$ cat src/calendar_hour_offset_macros.svh
// ----------------------------------------------------------------------------
// Calendar hour offset: assertion macros
// Concurrent assertion wrappers. Define NO_ASSERTIONS to compile them out.
// ----------------------------------------------------------------------------
`ifndef CALENDAR_HOUR_OFFSET_MACROS_SVH
`define CALENDAR_HOUR_OFFSET_MACROS_SVH

`ifndef NO_ASSERTIONS

// Same-cycle implication, disabled while reset is asserted.
`define CALHR_ASSERT_SAME(label, clk, rst_n, ante, cons) \
    label: assert property (@(posedge clk) disable iff (!rst_n) (ante) |-> (cons)) \
        else $error("calendar_hour_offset: assertion failed");

// Next-cycle implication, disabled while reset is asserted.
`define CALHR_ASSERT_NEXT(label, clk, rst_n, ante, cons) \
    label: assert property (@(posedge clk) disable iff (!rst_n) (ante) |=> (cons)) \
        else $error("calendar_hour_offset: assertion failed");

`else

`define CALHR_ASSERT_SAME(label, clk, rst_n, ante, cons)
`define CALHR_ASSERT_NEXT(label, clk, rst_n, ante, cons)

`endif

`endif

$ cat src/calhr_pkg.sv
// ----------------------------------------------------------------------------
// Calendar hour offset package
// Shared widths, calendar constants, pipeline item types and month length.
// ----------------------------------------------------------------------------
`default_nettype none

package calhr_pkg;

    localparam int YEAR_WIDTH = 16;

    // Reciprocal of 25 for the year divisibility test: floor(y * RECIP >> SHIFT)
    // equals floor(y / 25) for every year of YEAR_WIDTH bits.
    localparam int RECIP_SHIFT = YEAR_WIDTH + 5;
    localparam int RECIP_WIDTH = YEAR_WIDTH + 1;
    localparam int PROD_WIDTH  = YEAR_WIDTH + RECIP_WIDTH;
    localparam int Q_WIDTH     = PROD_WIDTH - RECIP_SHIFT;
    localparam logic [RECIP_WIDTH-1:0] RECIP = RECIP_WIDTH'(((64'd1 << RECIP_SHIFT) + 64'd24) / 64'd25);
    localparam logic [4:0] DIV_CENTURY_FACTOR = 5'd25;

    localparam logic signed [5:0] OFFSET_MAX   = 6'sd23;
    localparam logic signed [5:0] OFFSET_RESET = 6'sd9;

    localparam logic signed [6:0] HOURS_PER_DAY_S = 7'sd24;
    localparam logic signed [6:0] HOURS_TWO_DAYS_S = 7'sd48;
    localparam logic [4:0] HOURS_PER_DAY = 5'd24;

    localparam logic [3:0] MONTH_FIRST = 4'd1;
    localparam logic [3:0] MONTH_FEB   = 4'd2;
    localparam logic [3:0] MONTH_LAST  = 4'd12;
    localparam logic [4:0] DAY_FIRST   = 5'd1;
    localparam logic [4:0] DAYS_LONG   = 5'd31;
    localparam logic [4:0] DAYS_FEB_LEAP = 5'd29;

    localparam logic [4:0] MONTH_LEN [12] = '{
        5'd31, 5'd28, 5'd31, 5'd30, 5'd31, 5'd30,
        5'd31, 5'd31, 5'd30, 5'd31, 5'd30, 5'd31
    };

    // Forward day steps still to apply.
    localparam logic [1:0] FWD_NONE = 2'd0;
    localparam logic [1:0] FWD_ONE  = 2'd1;
    localparam logic [1:0] FWD_TWO  = 2'd2;

    typedef struct packed {
        logic [YEAR_WIDTH-1:0] year;
        logic [3:0]            month;
        logic [4:0]            day;
        logic signed [6:0]     hour_sum;
        logic [Q_WIDTH-1:0]    quot;
    } calhr_split_t;

    typedef struct packed {
        logic [YEAR_WIDTH-1:0] year;
        logic [3:0]            month;
        logic [4:0]            day;
        logic [4:0]            hour;
        logic                  leap;
        logic [1:0]            fwd_cnt;
        logic                  back;
    } calhr_item_t;

    // Days in a month; months outside 1..12 count as 31 days.
    function automatic logic [4:0] month_days(input logic leap, input logic [3:0] month);
        logic [4:0] len;
        len = DAYS_LONG;
        if (month >= MONTH_FIRST && month <= MONTH_LAST) begin
            len = MONTH_LEN[month - MONTH_FIRST];
            if (month == MONTH_FEB && leap) begin
                len = DAYS_FEB_LEAP;
            end
        end
        return len;
    endfunction

endpackage

`default_nettype wire

$ cat src/calhr_split.sv
// ----------------------------------------------------------------------------
// Calendar hour offset: split stage
// Clamp the offset, add it to the hour and start the divide-by-25 of the year.
// ----------------------------------------------------------------------------
`default_nettype none

module calhr_split
    import calhr_pkg::*;
(
    input  wire logic                  clk,
    input  wire logic                  rst_n,
    input  wire logic                  en,
    input  wire logic                  in_valid,
    input  wire logic [YEAR_WIDTH-1:0] in_year,
    input  wire logic [3:0]            in_month,
    input  wire logic [4:0]            in_day,
    input  wire logic [4:0]            in_hour,
    input  wire logic signed [5:0]     offset_hours,
    output logic                       out_valid,
    output calhr_split_t               out_item
);

    logic signed [5:0]     off_clamped;
    logic [PROD_WIDTH-1:0] prod;
    calhr_split_t          item_next;
    calhr_split_t          item_reg;
    logic                  valid_reg;

    always_comb
    begin
        off_clamped = offset_hours;
        if (offset_hours < -OFFSET_MAX) begin
            off_clamped = -OFFSET_MAX;
        end else if (offset_hours > OFFSET_MAX) begin
            off_clamped = OFFSET_MAX;
        end
    end

    assign prod = PROD_WIDTH'(in_year) * PROD_WIDTH'(RECIP);

    always_comb
    begin
        item_next.year     = in_year;
        item_next.month    = in_month;
        item_next.day      = in_day;
        item_next.hour_sum = $signed({2'b00, in_hour}) + $signed({off_clamped[5], off_clamped});
        item_next.quot     = prod[PROD_WIDTH-1:RECIP_SHIFT];
    end

    always_ff @(posedge clk or negedge rst_n)
    begin
        if (!rst_n) begin
            valid_reg <= 1'b0;
        end else if (en) begin
            valid_reg <= in_valid;
        end
    end

    always_ff @(posedge clk)
    begin
        if (en && in_valid) begin
            item_reg <= item_next;
        end
    end

    assign out_valid = valid_reg;
    assign out_item  = item_reg;

endmodule

`default_nettype wire

$ cat src/calhr_classify.sv
// ----------------------------------------------------------------------------
// Calendar hour offset: classify stage
// Resolve the leap flag and fold the hour sum into 0..23 with a day step count.
// ----------------------------------------------------------------------------
`default_nettype none

`include "calendar_hour_offset_macros.svh"

module calhr_classify
    import calhr_pkg::*;
(
    input  wire logic         clk,
    input  wire logic         rst_n,
    input  wire logic         en,
    input  wire logic         in_valid,
    input  wire calhr_split_t in_item,
    output logic              out_valid,
    output calhr_item_t       out_item
);

    logic [YEAR_WIDTH-1:0] rem25;
    logic [6:0]            hour_wrapped;
    calhr_item_t           item_next;
    calhr_item_t           item_reg;
    logic                  valid_reg;

    // Remainder of year / 25; zero means divisible by 25.
    assign rem25 = in_item.year
                   - (YEAR_WIDTH'(in_item.quot) * YEAR_WIDTH'(DIV_CENTURY_FACTOR));

    always_comb
    begin
        item_next.year    = in_item.year;
        item_next.month   = in_item.month;
        item_next.day     = in_item.day;
        // Divisible by 4, and not by 100 unless by 400 (400 = 16 * 25).
        item_next.leap    = (in_item.year[1:0] == 2'b00)
                            && ((rem25 != '0) || (in_item.year[3:0] == 4'b0000));
        item_next.fwd_cnt = FWD_NONE;
        item_next.back    = 1'b0;
        hour_wrapped      = 7'(in_item.hour_sum);
        if (in_item.hour_sum < 7'sd0) begin
            hour_wrapped   = 7'(in_item.hour_sum + HOURS_PER_DAY_S);
            item_next.back = 1'b1;
        end else if (in_item.hour_sum >= HOURS_TWO_DAYS_S) begin
            hour_wrapped      = 7'(in_item.hour_sum - HOURS_TWO_DAYS_S);
            item_next.fwd_cnt = FWD_TWO;
        end else if (in_item.hour_sum >= HOURS_PER_DAY_S) begin
            hour_wrapped      = 7'(in_item.hour_sum - HOURS_PER_DAY_S);
            item_next.fwd_cnt = FWD_ONE;
        end
        item_next.hour = hour_wrapped[4:0];
    end

    always_ff @(posedge clk or negedge rst_n)
    begin
        if (!rst_n) begin
            valid_reg <= 1'b0;
        end else if (en) begin
            valid_reg <= in_valid;
        end
    end

    always_ff @(posedge clk)
    begin
        if (en && in_valid) begin
            item_reg <= item_next;
        end
    end

    assign out_valid = valid_reg;
    assign out_item  = item_reg;

    `CALHR_ASSERT_SAME(a_classify_hour_range, clk, rst_n, out_valid, out_item.hour < HOURS_PER_DAY)
    `CALHR_ASSERT_SAME(a_classify_one_direction, clk, rst_n, out_valid && out_item.back, out_item.fwd_cnt == FWD_NONE)

endmodule

`default_nettype wire

$ cat src/calhr_day_step.sv
// ----------------------------------------------------------------------------
// Calendar hour offset: day step stage
// Apply at most one day step, forward or backward, with month and year rollover.
// ----------------------------------------------------------------------------
`default_nettype none

`include "calendar_hour_offset_macros.svh"

module calhr_day_step
    import calhr_pkg::*;
(
    input  wire logic        clk,
    input  wire logic        rst_n,
    input  wire logic        en,
    input  wire logic        in_valid,
    input  wire calhr_item_t in_item,
    output logic             out_valid,
    output calhr_item_t      out_item
);

    logic [4:0]  cur_len;
    logic [3:0]  prev_month;
    calhr_item_t item_next;
    calhr_item_t item_reg;
    logic        valid_reg;

    assign cur_len = month_days(in_item.leap, in_item.month);

    always_comb
    begin
        item_next  = in_item;
        prev_month = MONTH_LAST;
        if (in_item.fwd_cnt != FWD_NONE) begin
            item_next.fwd_cnt = in_item.fwd_cnt - FWD_ONE;
            if ({1'b0, in_item.day} + 6'd1 > {1'b0, cur_len}) begin
                item_next.day = DAY_FIRST;
                if (in_item.month >= MONTH_LAST) begin
                    item_next.month = MONTH_FIRST;
                    item_next.year  = in_item.year + YEAR_WIDTH'(1);
                end else begin
                    item_next.month = in_item.month + 4'd1;
                end
            end else begin
                item_next.day = in_item.day + 5'd1;
            end
        end else if (in_item.back) begin
            item_next.back = 1'b0;
            if (in_item.day > DAY_FIRST) begin
                item_next.day = in_item.day - 5'd1;
            end else begin
                // Back to the last day of the previous month.
                if (in_item.month > MONTH_FIRST && in_item.month <= MONTH_LAST) begin
                    prev_month = in_item.month - 4'd1;
                end else if (in_item.month <= MONTH_FIRST) begin
                    item_next.year = in_item.year - YEAR_WIDTH'(1);
                end
                item_next.month = prev_month;
                item_next.day   = month_days(in_item.leap, prev_month);
            end
        end
    end

    always_ff @(posedge clk or negedge rst_n)
    begin
        if (!rst_n) begin
            valid_reg <= 1'b0;
        end else if (en) begin
            valid_reg <= in_valid;
        end
    end

    always_ff @(posedge clk)
    begin
        if (en && in_valid) begin
            item_reg <= item_next;
        end
    end

    assign out_valid = valid_reg;
    assign out_item  = item_reg;

    `CALHR_ASSERT_SAME(a_step_back_done, clk, rst_n, out_valid, !out_item.back)
    `CALHR_ASSERT_NEXT(a_step_hold, clk, rst_n, out_valid && !en, out_valid && $stable(out_item))

endmodule

`default_nettype wire

$ cat src/calendar_hour_offset.sv
// ----------------------------------------------------------------------------
// Calendar hour offset
// Add a signed whole-hour offset to a Gregorian date and hour.
// ----------------------------------------------------------------------------
// Takes a date and hour (for example UTC) and returns it shifted by
// offset_hours, rolling the day, month and year forward or backward as
// needed, with 400/100/4 leap years and the year wrapping at 16 bits.
// Offsets beyond -23..+23 are clamped. The block is a four-stage pipeline:
// offset add and reciprocal multiply, leap/step classification, then two
// day-step stages (hours 25..31 at the input can need two forward days).
// It accepts one item per clock while out_ready stays high, and each result
// is registered in turn by each stage; the last stage is the output
// register, and a stall only holds the stages that are occupied, so empty
// stages keep taking items. Write offset_hours (cfg_we high) only while the
// pipeline is empty; it resets to +9.
// ----------------------------------------------------------------------------
`default_nettype none

`include "calendar_hour_offset_macros.svh"

module calendar_hour_offset
    import calhr_pkg::*;
(
    input  wire logic                  clk,
    input  wire logic                  rst_n,
    // configuration
    input  wire logic                  cfg_we,
    input  wire logic signed [5:0]     offset_hours,
    // input items
    input  wire logic                  in_valid,
    output logic                       in_ready,
    input  wire logic [YEAR_WIDTH-1:0] in_year,
    input  wire logic [3:0]            in_month,
    input  wire logic [4:0]            in_day,
    input  wire logic [4:0]            in_hour,
    // result items
    output logic                       out_valid,
    input  wire logic                  out_ready,
    output logic [YEAR_WIDTH-1:0]      out_year,
    output logic [3:0]                 out_month,
    output logic [4:0]                 out_day,
    output logic [4:0]                 out_hour
);

    logic signed [5:0] offset_hours_reg;

    logic         split_valid;
    calhr_split_t split_item;
    logic         class_valid;
    calhr_item_t  class_item;
    logic         step1_valid;
    calhr_item_t  step1_item;
    logic         step2_valid;
    calhr_item_t  step2_item;

    logic en_split;
    logic en_class;
    logic en_step1;
    logic en_step2;

    // Offset register; the user must write it only while the pipeline is empty, the block does not enforce this.
    always_ff @(posedge clk or negedge rst_n)
    begin
        if (!rst_n) begin
            offset_hours_reg <= OFFSET_RESET;
        end else if (cfg_we) begin
            offset_hours_reg <= offset_hours;
        end
    end

    // Advance a stage when it is empty or its item moves on; bubbles collapse.
    assign en_step2 = !step2_valid || out_ready;
    assign en_step1 = !step1_valid || en_step2;
    assign en_class = !class_valid || en_step1;
    assign en_split = !split_valid || en_class;
    assign in_ready = en_split;

    // Stage 1: clamp and add the offset, multiply the year by 1/25.
    calhr_split u_split (
        .clk          (clk),
        .rst_n        (rst_n),
        .en           (en_split),
        .in_valid     (in_valid),
        .in_year      (in_year),
        .in_month     (in_month),
        .in_day       (in_day),
        .in_hour      (in_hour),
        .offset_hours (offset_hours_reg),
        .out_valid    (split_valid),
        .out_item     (split_item)
    );

    // Stage 2: leap flag and number of day steps.
    calhr_classify u_classify (
        .clk       (clk),
        .rst_n     (rst_n),
        .en        (en_class),
        .in_valid  (split_valid),
        .in_item   (split_item),
        .out_valid (class_valid),
        .out_item  (class_item)
    );

    // Stage 3: first day step (forward or backward).
    calhr_day_step u_step1 (
        .clk       (clk),
        .rst_n     (rst_n),
        .en        (en_step1),
        .in_valid  (class_valid),
        .in_item   (class_item),
        .out_valid (step1_valid),
        .out_item  (step1_item)
    );

    // Stage 4: second forward step, only for input hours past 23; output register.
    calhr_day_step u_step2 (
        .clk       (clk),
        .rst_n     (rst_n),
        .en        (en_step2),
        .in_valid  (step1_valid),
        .in_item   (step1_item),
        .out_valid (step2_valid),
        .out_item  (step2_item)
    );

    assign out_valid = step2_valid;
    assign out_year  = step2_item.year;
    assign out_month = step2_item.month;
    assign out_day   = step2_item.day;
    assign out_hour  = step2_item.hour;

    `CALHR_ASSERT_SAME(a_top_ready_when_empty, clk, rst_n, !out_valid, in_ready)
    `CALHR_ASSERT_SAME(a_top_steps_done, clk, rst_n, out_valid, step2_item.fwd_cnt == FWD_NONE)

endmodule

`default_nettype wire

$ cat config.mk
export PLATFORM = sky130hd
export DESIGN_NAME = calendar_hour_offset
export DESIGN_NICKNAME = d
export VERILOG_FILES = /design/src/calhr_pkg.sv /design/src/calhr_split.sv /design/src/calhr_classify.sv /design/src/calhr_day_step.sv /design/src/calendar_hour_offset.sv
export VERILOG_INCLUDE_DIRS = /design/src /design/src/src
export SDC_FILE = /design/constraint.sdc
export NUM_CORES = 1
export LEC_CHECK = 0
export BUFFER_PORTS_ARGS = -buffer_cell sky130_fd_sc_hd__buf_4
export CORE_UTILIZATION = 55
export CTS_BUF_LIST = sky130_fd_sc_hd__clkbuf_2
export CTS_CLUSTER_SIZE = 12
export DETAILED_ROUTE_END_ITERATION = 12
export PLACE_DENSITY = 0.75
export SLEW_MARGIN = 0
export SYNTH_ARGS = -nofsm -noshare
export SYNTH_HDL_FRONTEND = slang
export SYNTH_SLANG_ARGS = --single-unit
export TNS_END_PERCENT = 50
$ cat constraint.sdc
create_clock -name clk -period 4.2 [get_ports clk]
set_input_delay 0.42 -clock clk [delete_from_list [all_inputs] [get_ports clk]]
set_output_delay 0.42 -clock clk [all_outputs]
set_load 0.005 [all_outputs]
==> results by stage, run 1 <==
Route:
- The detail route stage leaves a number of antenna-violating nets equal to 0.
- Dividing the detail-routed via count by the number of cells gives between 5 and 6.
- The number of DRC markers in iteration 0 is between 600 and 700.
- The total iterations of the first detailed-routing run is 5.
- Dividing the detail-routed wire length by the instance count gives 15.7 um.
- The final route contains 10700 vias.
- Summed over all layers, the routed wires come to 31100 um.
- After detailed routing, the number of remaining DRC violations is 0.

STA:
- For the finished layout, the period the worst path requires is ~5000 ps.
- The post-layout worst setup margin is -694 ps.
- The clock arrives with 34.5 ps of skew.
- Setup violations remaining at the end of the flow were counted as 12.
- After layout, the worst path uses 117% of the clock period.
- The max-slew headroom at the worst pin is 32.0%.
- Setup repair after global routing could not meet its margin everywhere.
- At the pin with the least slew margin, the transition time is ~1000 ps.
- Derived from the worst setup path, the maximum achievable clock frequency is approximately 200 MHz.
- The final hold violation count is 0.
- The number of pins with negative max-slew slack in the final report is 0.

Worst setup path:
- The critical-path cell with the highest stage delay is fa_2.
- The delay of the slowest cell on the worst path is 600 ps.
- STA classifies the critical path endpoint as a flip-flop.
- Tracing the worst setup path back leads to its startpoint at in_year[6].
- The worst setup path is launched from an input pin.
- The launching point of the worst reg2reg path is u_split.out_item[3].
- Along the worst path, the maximum fanout reaches 4.
- The data required time at the worst endpoint is 4740 ps.
- Data on the critical path arrives at its endpoint at 5440 ps.
- The critical setup path kind is input pin to flip-flop.
- The most used cell along the critical path is fa_1.
- Traced cell by cell, the critical path runs through buf_8 -> fa_2 -> inv_2 -> fa_1 -> inv_1 -> fa_1 -> fa_2 -> fa_1 -> inv_2 -> fa_1 -> inv_2 -> ha_4 -> nand4_1 -> or4_1 -> and3_4 -> o31a_4 -> o21ai_4 -> o41ai_2 -> xnor2_1.

Synthesis:
- The biggest area contributor in the post-synthesis netlist is edfxtp_1.
- In the synthesized netlist the async set-or-reset flop fraction comes to 6.58%.
- The synthesized design devotes to its leading area cell type 29.8% of total area.
- The number of distinct library cell variants in the gate-level netlist after synthesis is 75.
- Yosys mapped a number of flops with a built-in enable equal to 142.
- The flip-flop cell with the highest count after synthesis is edfxtp_1.
- The average size of a mapped cell is 10.2 sq um.
- The most common cell in the synthesized netlist is inv_1.
- The number of standard cells after synthesis is 1401.
- The number of nets in the synthesized netlist is 1767.
- By area the synthesized netlist is led by edfxtp_1 (30%), ha_1 (18%), fa_1 (16%).
- During synthesis, Yosys emitted a total of 0 warnings.
- The mapped netlist covers 14300 sq um.
- The synthesized design contains around 150 register bits.
- Counting instances in the post-synthesis netlist gives the leading cell types as inv_1 (287), ha_1 (207), edfxtp_1 (142).
- The share of synthesized area occupied by flip-flops and latches is 31.5%.

Die:
- For this configuration, the core starts out at a cell density of 56.4%.
- The die is 163 um tall.
- The die is between 150 and 200 um wide.
- In this run the standard cell core region covers 25400 sq um.
- The total die area is 26700 sq um.
- 73 I/O pins were placed.
- In this run the core area contains 58 standard-cell rows.

CTS:
- The TritonCTS clock tree is yes.
- Clock-pin slew was measured on the worst setup and hold paths at about 260 ps.
- In this run, CTS created clock tree buffers numbering 17.
- Clock tree synthesis found a total of 152 sinks.
- The clock passes through at most 2 buffers.
- The clock tree synthesis step divided the H-tree into 4 levels.
- The worst-skew pair later-pin latency is 740 ps.
- The cell sitting at the root of the clock tree is a clkbuf_2.

Placement:
- The total placed cells including tap cells is 1895.
- The count of buffers inserted at the top-level ports is 72.
- Detailed placement finished with a half-perimeter wire length of about 25000 um.
- The global placement routability congestion is approximately 0.94.

Worst hold path:
- The kind of path behind the tightest hold check is input pin to asynchronous set/reset pin.

Cells and area:
- The share of final-layout standard cells stronger than drive strength 1 is 18.8%.
- The number of standard cells in the final layout excluding fillers is 1976.
- The growth of design area from synthesis to finish is 19.3%.
- The flip-flop count of the largest register, all copies and words added is 44.
- The layout filler cell count is 1859.
- The final net count is roughly 2000.

GRT:
- Entering global routing, the biggest net connects 45 pins.
- The number of global-route vias before repair is 10700.
- The initial antenna violation count is 1.
- For met2 alone, demand over resource in global routing was 45.1%.
- For met1 alone, demand over resource in global routing was ~29%.
- After global routing the overflow that remains totals 0.
- The wire length of the first global-routing pass is around 51000 um.
- The global-route met3 utilization is 3.20%.
- Global routing consumed, over all layers together, 24.6% of the routing resources.
- The layer with the highest usage is met2.

Outcome:
- The final reports fail on negative setup slack.
- The run finished, with violations left.

Job:
- The number of max-cap violations is 0.
-- worst paths after layout --
check	endpoint	slack, ps	cells past startpoint
min in group clk	u_split.out_item[14]	130	3
setup reg to reg	u_classify.out_item[3]	160	15
max in group asynchronous	u_step1.out_valid	3240	3
setup / recovery	u_split.out_item[11]	-690	19
hold / removal	offset_hours_reg[0]	120	2
hold reg to reg	u_step1.out_item[5]	430	0
-- per-layer routing --
metal  share of wire [%]  wire (um)
met2                  52      16300
met4                 2.8        863
met5                   0          0
met3                 3.2        984
met1                  42      12900
-- critical path: cells and delay by family --
family | cells | cell delay (ps)
adders and majority gates | 7 | 3300
and+or+nand+nor | 3 | 690
AOI/OAI and AO/OA | 3 | 580
buffers and inverters | 5 | 300
xor gates and xnor gates | 1 | 130
-- final cells by class --
cell class	instances	area, sq um	area share (%)
clock buffers	17	85.1	0.497
diodes	1	2.50	0.0146
flip-flops and latches	152	4520	26.4
well taps	330	413	2.41
inverters	287	1080	6.30
multi-input cells	932	8880	51.9
repair buffers	242	1940	11.4
clock inverters	15	181	1.06
-- through the flow --
step	setup WS, ps	util (%)	setup TNS, ps	cell area (sq um)	hold slack (ps)
final	-694	67.3	-6070	17100	118
after global routing	-711	67.3	-6550	17100	19.4
after CTS	-581	67.0	-4520	17000	13.9
after detailed placement	-1550	63.5	-16790	16100	260
after global placement	-1410	63.5	-15550	16100	252
after floorplan	-1170	-	-12180	14400	124
-- cell usage in the layout, fill, tap and decap left out, types with 9 or more instances in the layout --
| cell type | n |
|---|---|
| inv_1 | 280 |
| buf_4 | 196 |
| ha_1 | 194 |
| edfxtp_1 | 142 |
| fa_1 | 109 |
| nand2_1 | 75 |
| nor2_1 | 66 |
| a21oi_1 | 64 |
| o21ai_0 | 55 |
| xnor2_1 | 41 |
| dlygate4sd3_1 | 41 |
| nor3_1 | 37 |
| nand3_1 | 33 |
| xor2_1 | 18 |
| clkbuf_2 | 17 |
| a211oi_1 | 12 |
| ha_4 | 12 |
| nor2b_1 | 10 |
| nand4_1 | 10 |
| nand2b_1 | 10 |
| a21o_1 | 9 |
| fa_2 | 9 |
-- kinds of logic (layout without fill, tap and decap cells) --
group	after synthesis	in the layout	share of synthesized area, %
AO/OA/AOI/OAI	234	234	10.6
XOR/XNOR	60	60	3.67
adder cells (fa/ha/maj)	326	326	34.6
buffers and inverters	317	561	8.43
flip-flops	152	152	31.5
multiplexers	12	12	0.890
other	0	1	0
AND/OR/NAND/NOR	300	300	10.3
-- what timing repair did --
action	CTS	global route
hold endpoints to repair	41	1
hold buffers	40	1
endpoints found under the setup margin	12	13
buffers inserted	5	2
resized for setup	33	15
pin swaps	32	17
Power of run 1 is left out: the tool's default activity adds up to more than one toggle a clock period on the data nets, which glitch-free logic cannot reach.
==> inputs of run 2 (changes only) <==
Settings changed: PLACE_DENSITY 0.75 to 0.74.
==> run 2 against run 1 <==
The run still ends with negative setup slack left. Global-route usage is 0.24 points lower. Non-clock buffer count is 3 lower. Sequential share of layout area is 0.15 points higher. Fmax is 2.5% lower. Worst setup slack worse by 120 ps. Highest routed layer unchanged.
==> results by stage, run 2 (synthesis results as in run 1) <==
Outcome:
- Result of the run: finished, violations left (unchanged).
- Failing checks: negative setup slack (unchanged).

CTS:
- The total number of H-tree levels is 4 (unchanged).
- The worst-skew pair later-pin latency is 720 ps (was 740 ps).
- The TritonCTS sink count is 152 (unchanged).
- The TritonCTS clock tree is yes (unchanged).
- The clock-pin slew of the registers on the worst-case setup and hold paths was 210 ps (was 260 ps).
- The number of buffers created by CTS came to 17 (unchanged).
- The maximum buffer depth of the clock tree was 2 (unchanged).
- The root buffer cell is clkbuf_2 (unchanged).

Cells and area:
- Most frequent cells in the layout: inv_1 (272), ha_1 (197), buf_4 (193) (was inv_1 (280), buf_4 (196), ha_1 (194)).
- The leading cell type in the layout, fill and taps excluded is inv_1 (unchanged).
- The layout filler cell count was 1958 (was 1859).
- The flip-flop count of the largest register, all copies and words added is 44 (unchanged).
- The final instance area is 17000 sq um (was 17100 sq um).
- The growth of design area from synthesis to finish is 18.7% (was 19.3%).
- The final net count came to 1995 (was 1998).
- The share of final-layout standard cells stronger than drive strength 1 is 19.0% (was 18.8%).

STA:
- The fmax came to 199 MHz (was 204 MHz).
- RSZ-0062 raised after global routing: yes (unchanged).
- The final hold violation count came to 0 (unchanged).
- The shortest clock period the worst path allows after layout was 5020 ps (was 4890 ps).
- The number of pins with negative max-slew slack in the final report came to 0 (unchanged).
- The smallest hold slack is 114 ps (was 118 ps).
- The worst clock skew came to 39.0 ps (was 34.5 ps).
- The final count of negative-setup-slack endpoints is 12 (unchanged).
- The transition at the pin with the smallest max-transition slack is 1050 ps (was 1020 ps).
- The share of the clock period used by the worst path is 119% (was 117%).
- The post-layout worst setup margin is -819 ps (was -694 ps).
- The max-slew headroom at the worst pin is 30.1% (was 32.0%).
- The sum of negative setup slack is -7290 ps (was -6070 ps).

Worst setup path:
- The critical-path cell with the highest stage delay was fa_2 (unchanged).
- The data required time at the worst endpoint is 4680 ps (was 4740 ps).
- The kind of capture point of the worst setup path is a flip-flop (unchanged).
- The critical setup path kind is input pin to flip-flop (unchanged).
- The delay of the slowest cell on the worst path is 600 ps (about the same).
- The worst-path maximum fanout is 4 (unchanged).
- The largest delay contributor family on the critical path is adder cells (unchanged).
- The startpoint kind of the worst setup timing path is an input pin (unchanged).
- The slack of the worst reg-to-reg path is 170 ps (was 160 ps).
- The capture instance of the worst register-to-register path is u_classify.out_item[3] (unchanged).
- The critical path launch point is in_year[6] (unchanged).
- The depth of the worst register-to-register path came to 14 (was 15).
- The launching point of the worst reg2reg path was u_split.out_item[3] (unchanged).
- The critical path endpoint is u_split.out_item[11] (unchanged).
- Cell-by-cell trace of the critical path: buf_8 -> fa_2 -> inv_2 -> fa_2 -> inv_2 -> fa_1 -> fa_2 -> fa_1 -> inv_1 -> fa_1 -> inv_2 -> ha_4 -> nand4_1 -> or4_1 -> and3_4 -> o31a_4 -> o21ai_4 -> o41ai_4 -> xnor2_1 (was buf_8 -> fa_2 -> inv_2 -> fa_1 -> inv_1 -> fa_1 -> fa_2 -> fa_1 -> inv_2 -> fa_1 -> inv_2 -> ha_4 -> nand4_1 -> or4_1 -> and3_4 -> o31a_4 -> o21ai_4 -> o41ai_2 -> xnor2_1).
- The critical path depth in cells came to 19 (unchanged).
- The arrival time of data at the critical path endpoint is 5490 ps (was 5440 ps).
- The number of buffers and inverters on the critical path was 5 (unchanged).

Die:
- The height of the die is 163 um (unchanged).
- The horizontal die dimension came to 163 um (unchanged).
- The area of the core is 25400 sq um (unchanged).
- The number of rows in the core area is 58 (unchanged).
- The boundary pin count was 73 (unchanged).
- The total die area is 26700 sq um (unchanged).
- The starting density of the core is 56.4% (unchanged).

Route:
- The number of vias per cell after detailed routing came to 5.41 (was 5.42).
- The total via count after detailed routing is 10700 (about the same).
- The total DRC errors in the routed layout is 0 (unchanged).
- The number of DRC markers in iteration 0 is 558 (was 611).
- The post-detailed-route count of antenna-violating nets is 0 (unchanged).
- The total iterations of the first detailed-routing run was 9 (was 5).
- The wire length per cell is 15.6 um (was 15.7 um).
- The overall routed net length is 30900 um (was 31100 um).

Job:
- The number of max-cap violations was 0 (unchanged).

GRT:
- The global-route usage over all layers is 24.4% (was 24.6%).
- The initial antenna violation count is 1 (unchanged).
- The wire length of the first global-routing pass is 50800 um (was 51200 um).
- The residual overflow from global routing came to 0 (unchanged).
- The number of global-route vias before repair is 11000 (was 10700).
- The pin count of the biggest net entering global routing is 45 (unchanged).

Pwr:
- Sequential cells burn 15.7% of the power.
- The fraction of power consumed by the clock network is 5.0%.
- Power comes to 14700 uW.
- For this design the ratio of total power to cell area is 864 nW/um^2.
- IR analysis of the VDD net gives a maximum drop of 843 uV.
- Internal power comes to 7760 uW.
- In this run the power spent charging and discharging nets is just under 7000 uW.
- The part of the power in combinational logic is just under 80%.
- The proportion of total power due to net switching is 47.2%.
- The leakage power is 0.00792 uW.

Worst hold path:
- The number of stages on the worst hold path is 2.
- The kind of path behind the tightest hold check is input pin to flip-flop (was input pin to asynchronous set/reset pin).

Placement:
- The count of buffers inserted at the top-level ports is 72 (unchanged).
- The instance area after placement was 16100 sq um (about the same).
- The estimated wirelength of the detail-placed design is 25200 um (was 25000 um).
- The global placement routability congestion is 0.935 (was 0.942).
-- run 2: per-stage QoR --
stage,utilization [%],worst slack (ps),std cells
finish,67.0,-819,1973
global route,67.0,-858,1973
CTS,66.2,-679,1966
detailed placement,63.5,-1610,1893
global placement,63.5,-1440,1893
floorplan,-,-1170,1401
-- run 2: cell type report --
| type | count | area (sq um) | share of cell area, % |
|---|---|---|---|
| clock inverter | 14 | 115 | 0.677 |
| timing repair buffer | 239 | 1920 | 11.3 |
| antenna | 1 | 2.50 | 0.0147 |
| sequential | 152 | 4520 | 26.6 |
| multi-input combinational | 932 | 8870 | 52.2 |
| tap | 330 | 413 | 2.43 |
| clock buffer | 18 | 90.1 | 0.530 |
| inverter | 287 | 1080 | 6.33 |
-- run 2: worst min-delay path by stage --
stage               slack [ps]       start              endpoint
CTS                         20  in_year[2]  u_split.out_item[30]
global placement           250       rst_n     u_step2.out_valid
detailed placement         260       rst_n     u_step1.out_valid
floorplan                  120       rst_n   offset_hours_reg[1]
finish                     110  in_year[2]  u_split.out_item[30]
global route                20  in_year[2]  u_split.out_item[30]
-- run 2: repair_timing --
action | CTS | global route
endpoints found under the hold margin | 41 | 0
hold buffers | 40 | 0
cloned | 0 | 0
pin swaps | 16 | 14
resized for setup | 20 | 37
buffers inserted | 1 | 6
endpoints found under the setup margin | 12 | 13
-- run 2: worst reg2reg max path, cell delays in order (launching register included) --
cell,delay (ps)
edfxtp_1,520
ha_1,320
inv_1,50
fa_1,530
inv_1,50
fa_1,520
inv_1,40
ha_1,320
a21oi_2,190
a2bb2oi_1,190
o311ai_0,160
a21oi_1,260
o21ai_0,120
a2111oi_1,370
a311oi_1,170
-- run 2: layer usage --
layer  wire [um]  track usage (%)
met1       12600             28.0
met2       16400             45.4
met5           0                0
met3         963             3.38
met4         849             9.39
-- run 2: power groups by stage --
stage	Sequential, uW	Clock [uW]	Combinational (uW)
after floorplan	2250	0	7450
after global placement	2330	0	10000
after detailed placement	2350	0	10400
after CTS	2310	758	10700
after global routing	2340	804	13100
final	2310	728	11700
Power figures use the tool's default switching activity.
==> inputs of run 3 (changes only) <==
Settings changed: PLACE_DENSITY 0.74 to 0.77.
Clock period 4.2 ns to 4 ns, I/O delays scaled along.
==> run 3 against run 2 <==
The flow still finishes with violations (negative setup slack). Final area up 1.5%. Largest cell class unchanged. Worst setup slack worse by 170 ps. Utilization up 1.0 points. Critical path depth unchanged. Highest routed layer unchanged. Cell count up 1.3%. Register-to-register slack worse by 260 ps. First-iteration DRC count up 26%. Die area unchanged. Clock skew down 1.9 ps. Global-route usage up 1.4 points. Flip-flop and latch count unchanged. Non-clock buffer count up 26.
==> results by stage, run 3 (synthesis results as in run 1) <==
Route:
- The post-detailed-route count of antenna-violating nets was 0 (unchanged).
- The length of routed wiring on met1 is 12900 um (was 12600 um).
- The number of vias per cell after detailed routing is 5.48 (was 5.41).
- The topmost layer with routed signal wires is met4 (unchanged).
- The total DRC errors in the routed layout was 0 (unchanged).
- The detailed-routed wire length on met2 is 17600 um (was 16400 um).
- The length of routed met3 wiring is 1260 um (was 963 um).
- The total iterations of the first detailed-routing run is 6 (was 9).
- The number of DRC markers in iteration 0 was 702 (was 558).
- The wire length per cell is 16.4 um (was 15.6 um).
- The overall routed net length came to 32700 um (was 30900 um).
- The total via count after detailed routing is 10900 (was 10700).

STA:
- The worst clock skew came to 37.1 ps (was 39.0 ps).
- The post-layout worst setup margin is -985 ps (was -819 ps).
- The number of pins with negative max-slew slack in the final report came to 0 (unchanged).
- The transition at the pin with the smallest max-transition slack came to 1070 ps (was 1050 ps).
- The final hold violation count is 0 (unchanged).
- The worst path uses 125% of the clock period.
- The sum of negative setup slack is -8590 ps (was -7290 ps).
- The max-slew headroom at the worst pin is 28.5% (was 30.1%).
- The final count of negative-setup-slack endpoints is 13 (was 12).
- The shortest clock period the worst path allows after layout is 4990 ps.
- The fmax is 201 MHz.
- RSZ-0062 raised after global routing: yes (unchanged).

Worst setup path:
- The data required time at the worst endpoint is 4610 ps (was 4680 ps).
- The arrival time of data at the critical path endpoint is 5600 ps (was 5490 ps).
- Cell-by-cell trace of the critical path: buf_8 -> fa_2 -> inv_2 -> fa_1 -> inv_2 -> fa_1 -> fa_2 -> fa_1 -> inv_2 -> fa_1 -> inv_2 -> ha_4 -> nand4_1 -> or4_1 -> and3_4 -> o31a_4 -> buf_4 -> o21bai_4 -> xor2_1 (was buf_8 -> fa_2 -> inv_2 -> fa_2 -> inv_2 -> fa_1 -> fa_2 -> fa_1 -> inv_1 -> fa_1 -> inv_2 -> ha_4 -> nand4_1 -> or4_1 -> and3_4 -> o31a_4 -> o21ai_4 -> o41ai_4 -> xnor2_1).
- The delay of the slowest cell on the worst path is 590 ps (was 600 ps).
- The critical-path cell with the highest stage delay is fa_2 (unchanged).
- The critical setup path kind is input pin to flip-flop (unchanged).
- The kind of capture point of the worst setup path is a flip-flop (unchanged).
- The worst-path maximum fanout is 4 (unchanged).
- The startpoint kind of the worst setup timing path is an input pin (unchanged).

Cells and area:
- The leading cell type in the layout, fill and taps excluded is inv_1 (unchanged).
- The final instance area is 17300 sq um (was 17000 sq um).
- The flip-flop count of the largest register, all copies and words added is 44 (unchanged).
- The growth of design area from synthesis to finish is 20.4% (was 18.7%).
- Most frequent cells in the layout: inv_1 (275), buf_4 (209), ha_1 (196) (was inv_1 (272), ha_1 (197), buf_4 (193)).
- The number of standard cells in the final layout excluding fillers is 1999 (was 1973).
- The share of final-layout standard cells stronger than drive strength 1 was 19.8% (was 19.0%).
- The final net count came to 2021 (was 1995).

Worst hold path:
- The kind of path behind the tightest hold check is input pin to flip-flop (unchanged).

Placement:
- The estimated wirelength of the detail-placed design is 25600 um (was 25200 um).
- The instance area after placement is 16300 sq um (was 16100 sq um).
- The count of buffers inserted at the top-level ports is 72 (unchanged).
- The global placement routability congestion is 0.924 (was 0.935).
- The total placed cells including tap cells came to 1916 (was 1893).

Outcome:
- Result of the run: finished, violations left (unchanged).
- Failing checks: negative setup slack (unchanged).

GRT:
- The wire length of the first global-routing pass was 53700 um (was 50800 um).
- The global-route usage over all layers came to 25.8% (was 24.4%).
- The pin count of the biggest net entering global routing came to 45 (unchanged).
- The number of global-route vias before repair came to 11400 (was 11000).
- The initial antenna violation count was 1 (unchanged).
- The residual overflow from global routing was 0 (unchanged).

Die:
- The height of the die came to 163 um (unchanged).
- The boundary pin count is 73 (unchanged).
- The number of rows in the core area is 58 (unchanged).
- The horizontal die dimension is 163 um (unchanged).
- The total die area is 26700 sq um (unchanged).
- The area of the core is 25400 sq um (unchanged).
- The starting density of the core is 56.4% (unchanged).

CTS:
- The total number of H-tree levels is 4 (unchanged).
- The clock-pin slew of the registers on the worst-case setup and hold paths is 260 ps (was 210 ps).
- The worst-skew pair later-pin latency is 770 ps (was 720 ps).
- The TritonCTS sink count is 152 (unchanged).
- The root buffer cell is clkbuf_2 (unchanged).
- The number of buffers created by CTS came to 17 (unchanged).
- The TritonCTS clock tree is yes (unchanged).
- The maximum buffer depth of the clock tree was 2 (unchanged).

Job:
- The number of max-cap violations is 0 (unchanged).
[run 3: cell types whose count changed in the layout (fill, tap and decap cells not counted), sizes merged]
cell         before  now
clkbuf           18   17
clkinvlp          4    2
dlygate4sd3      40   44
inv             293  296
buf             199  221
[run 3: what timing repair did]
| action | in CTS | in global routing |
|---|---|---|
| pin swaps | 34 | 7 |
| hold buffers | 44 | 0 |
| setup buffers | 4 | 2 |
| endpoints found under the hold margin | 45 | 0 |
| endpoints found under the setup margin | 13 | 13 |
| gates resized for setup | 46 | 12 |
[run 3: routing by layer]
layer | global-route usage (%) | up-vias
met5 | 0 | -
met4 | 9.81 | 0
met3 | 3.45 | 87
met2 | 48.1 | 313
met1 | 29.6 | 5269
li1 | - | 5279
[run 3: final timing paths]
| path | startpoint | endpoint | slack, ps | cells past startpoint |
|---|---|---|---|---|
| max | in_year[6] | u_split.out_item[7] | -990 | 19 |
| min | in_year[11] | u_split.out_item[39] | 90 | 3 |
| max reg2reg | u_split.out_item[7] | u_classify.out_item[3] | -90 | 17 |
| min reg2reg | u_split.out_item[26] | u_classify.out_item[16] | 450 | 0 |
| max in group asynchronous | rst_n | offset_hours_reg[2] | 2510 | 4 |
| min in group asynchronous | rst_n | offset_hours_reg[0] | 640 | 3 |
[run 3: cell type report]
cell class	count	area, sq um
multi-input cells	932	8860
fillers	1826	8140
flip-flops and latches	152	4520
repair buffers	265	2150
inverters	287	1080
well taps	330	413
clock inverters	15	151
clock buffers	17	85.1
diodes	1	2.50
[run 3: critical path: cells and delay by family]
| kind | cells | cell delay [ps] |
|---|---|---|
| adders and majority gates | 7 | 3360 |
| xor gates and xnor gates | 1 | 230 |
| buffers and inverters | 6 | 460 |
| AOI/OAI and AO/OA | 2 | 470 |
| and+or+nand+nor | 3 | 680 |
[run 3: per-stage QoR]
step                      util (%)  setup slack [ps]  hold WS [ps]
after global placement        64.1             -1590           230
after CTS                     67.7              -708          34.0
final                         68.0              -985          87.8
after global routing          68.0             -1020          36.0
after detailed placement      64.1             -1710           240
after floorplan                  -             -1350           104
Power of run 3 is left out for the same reason.
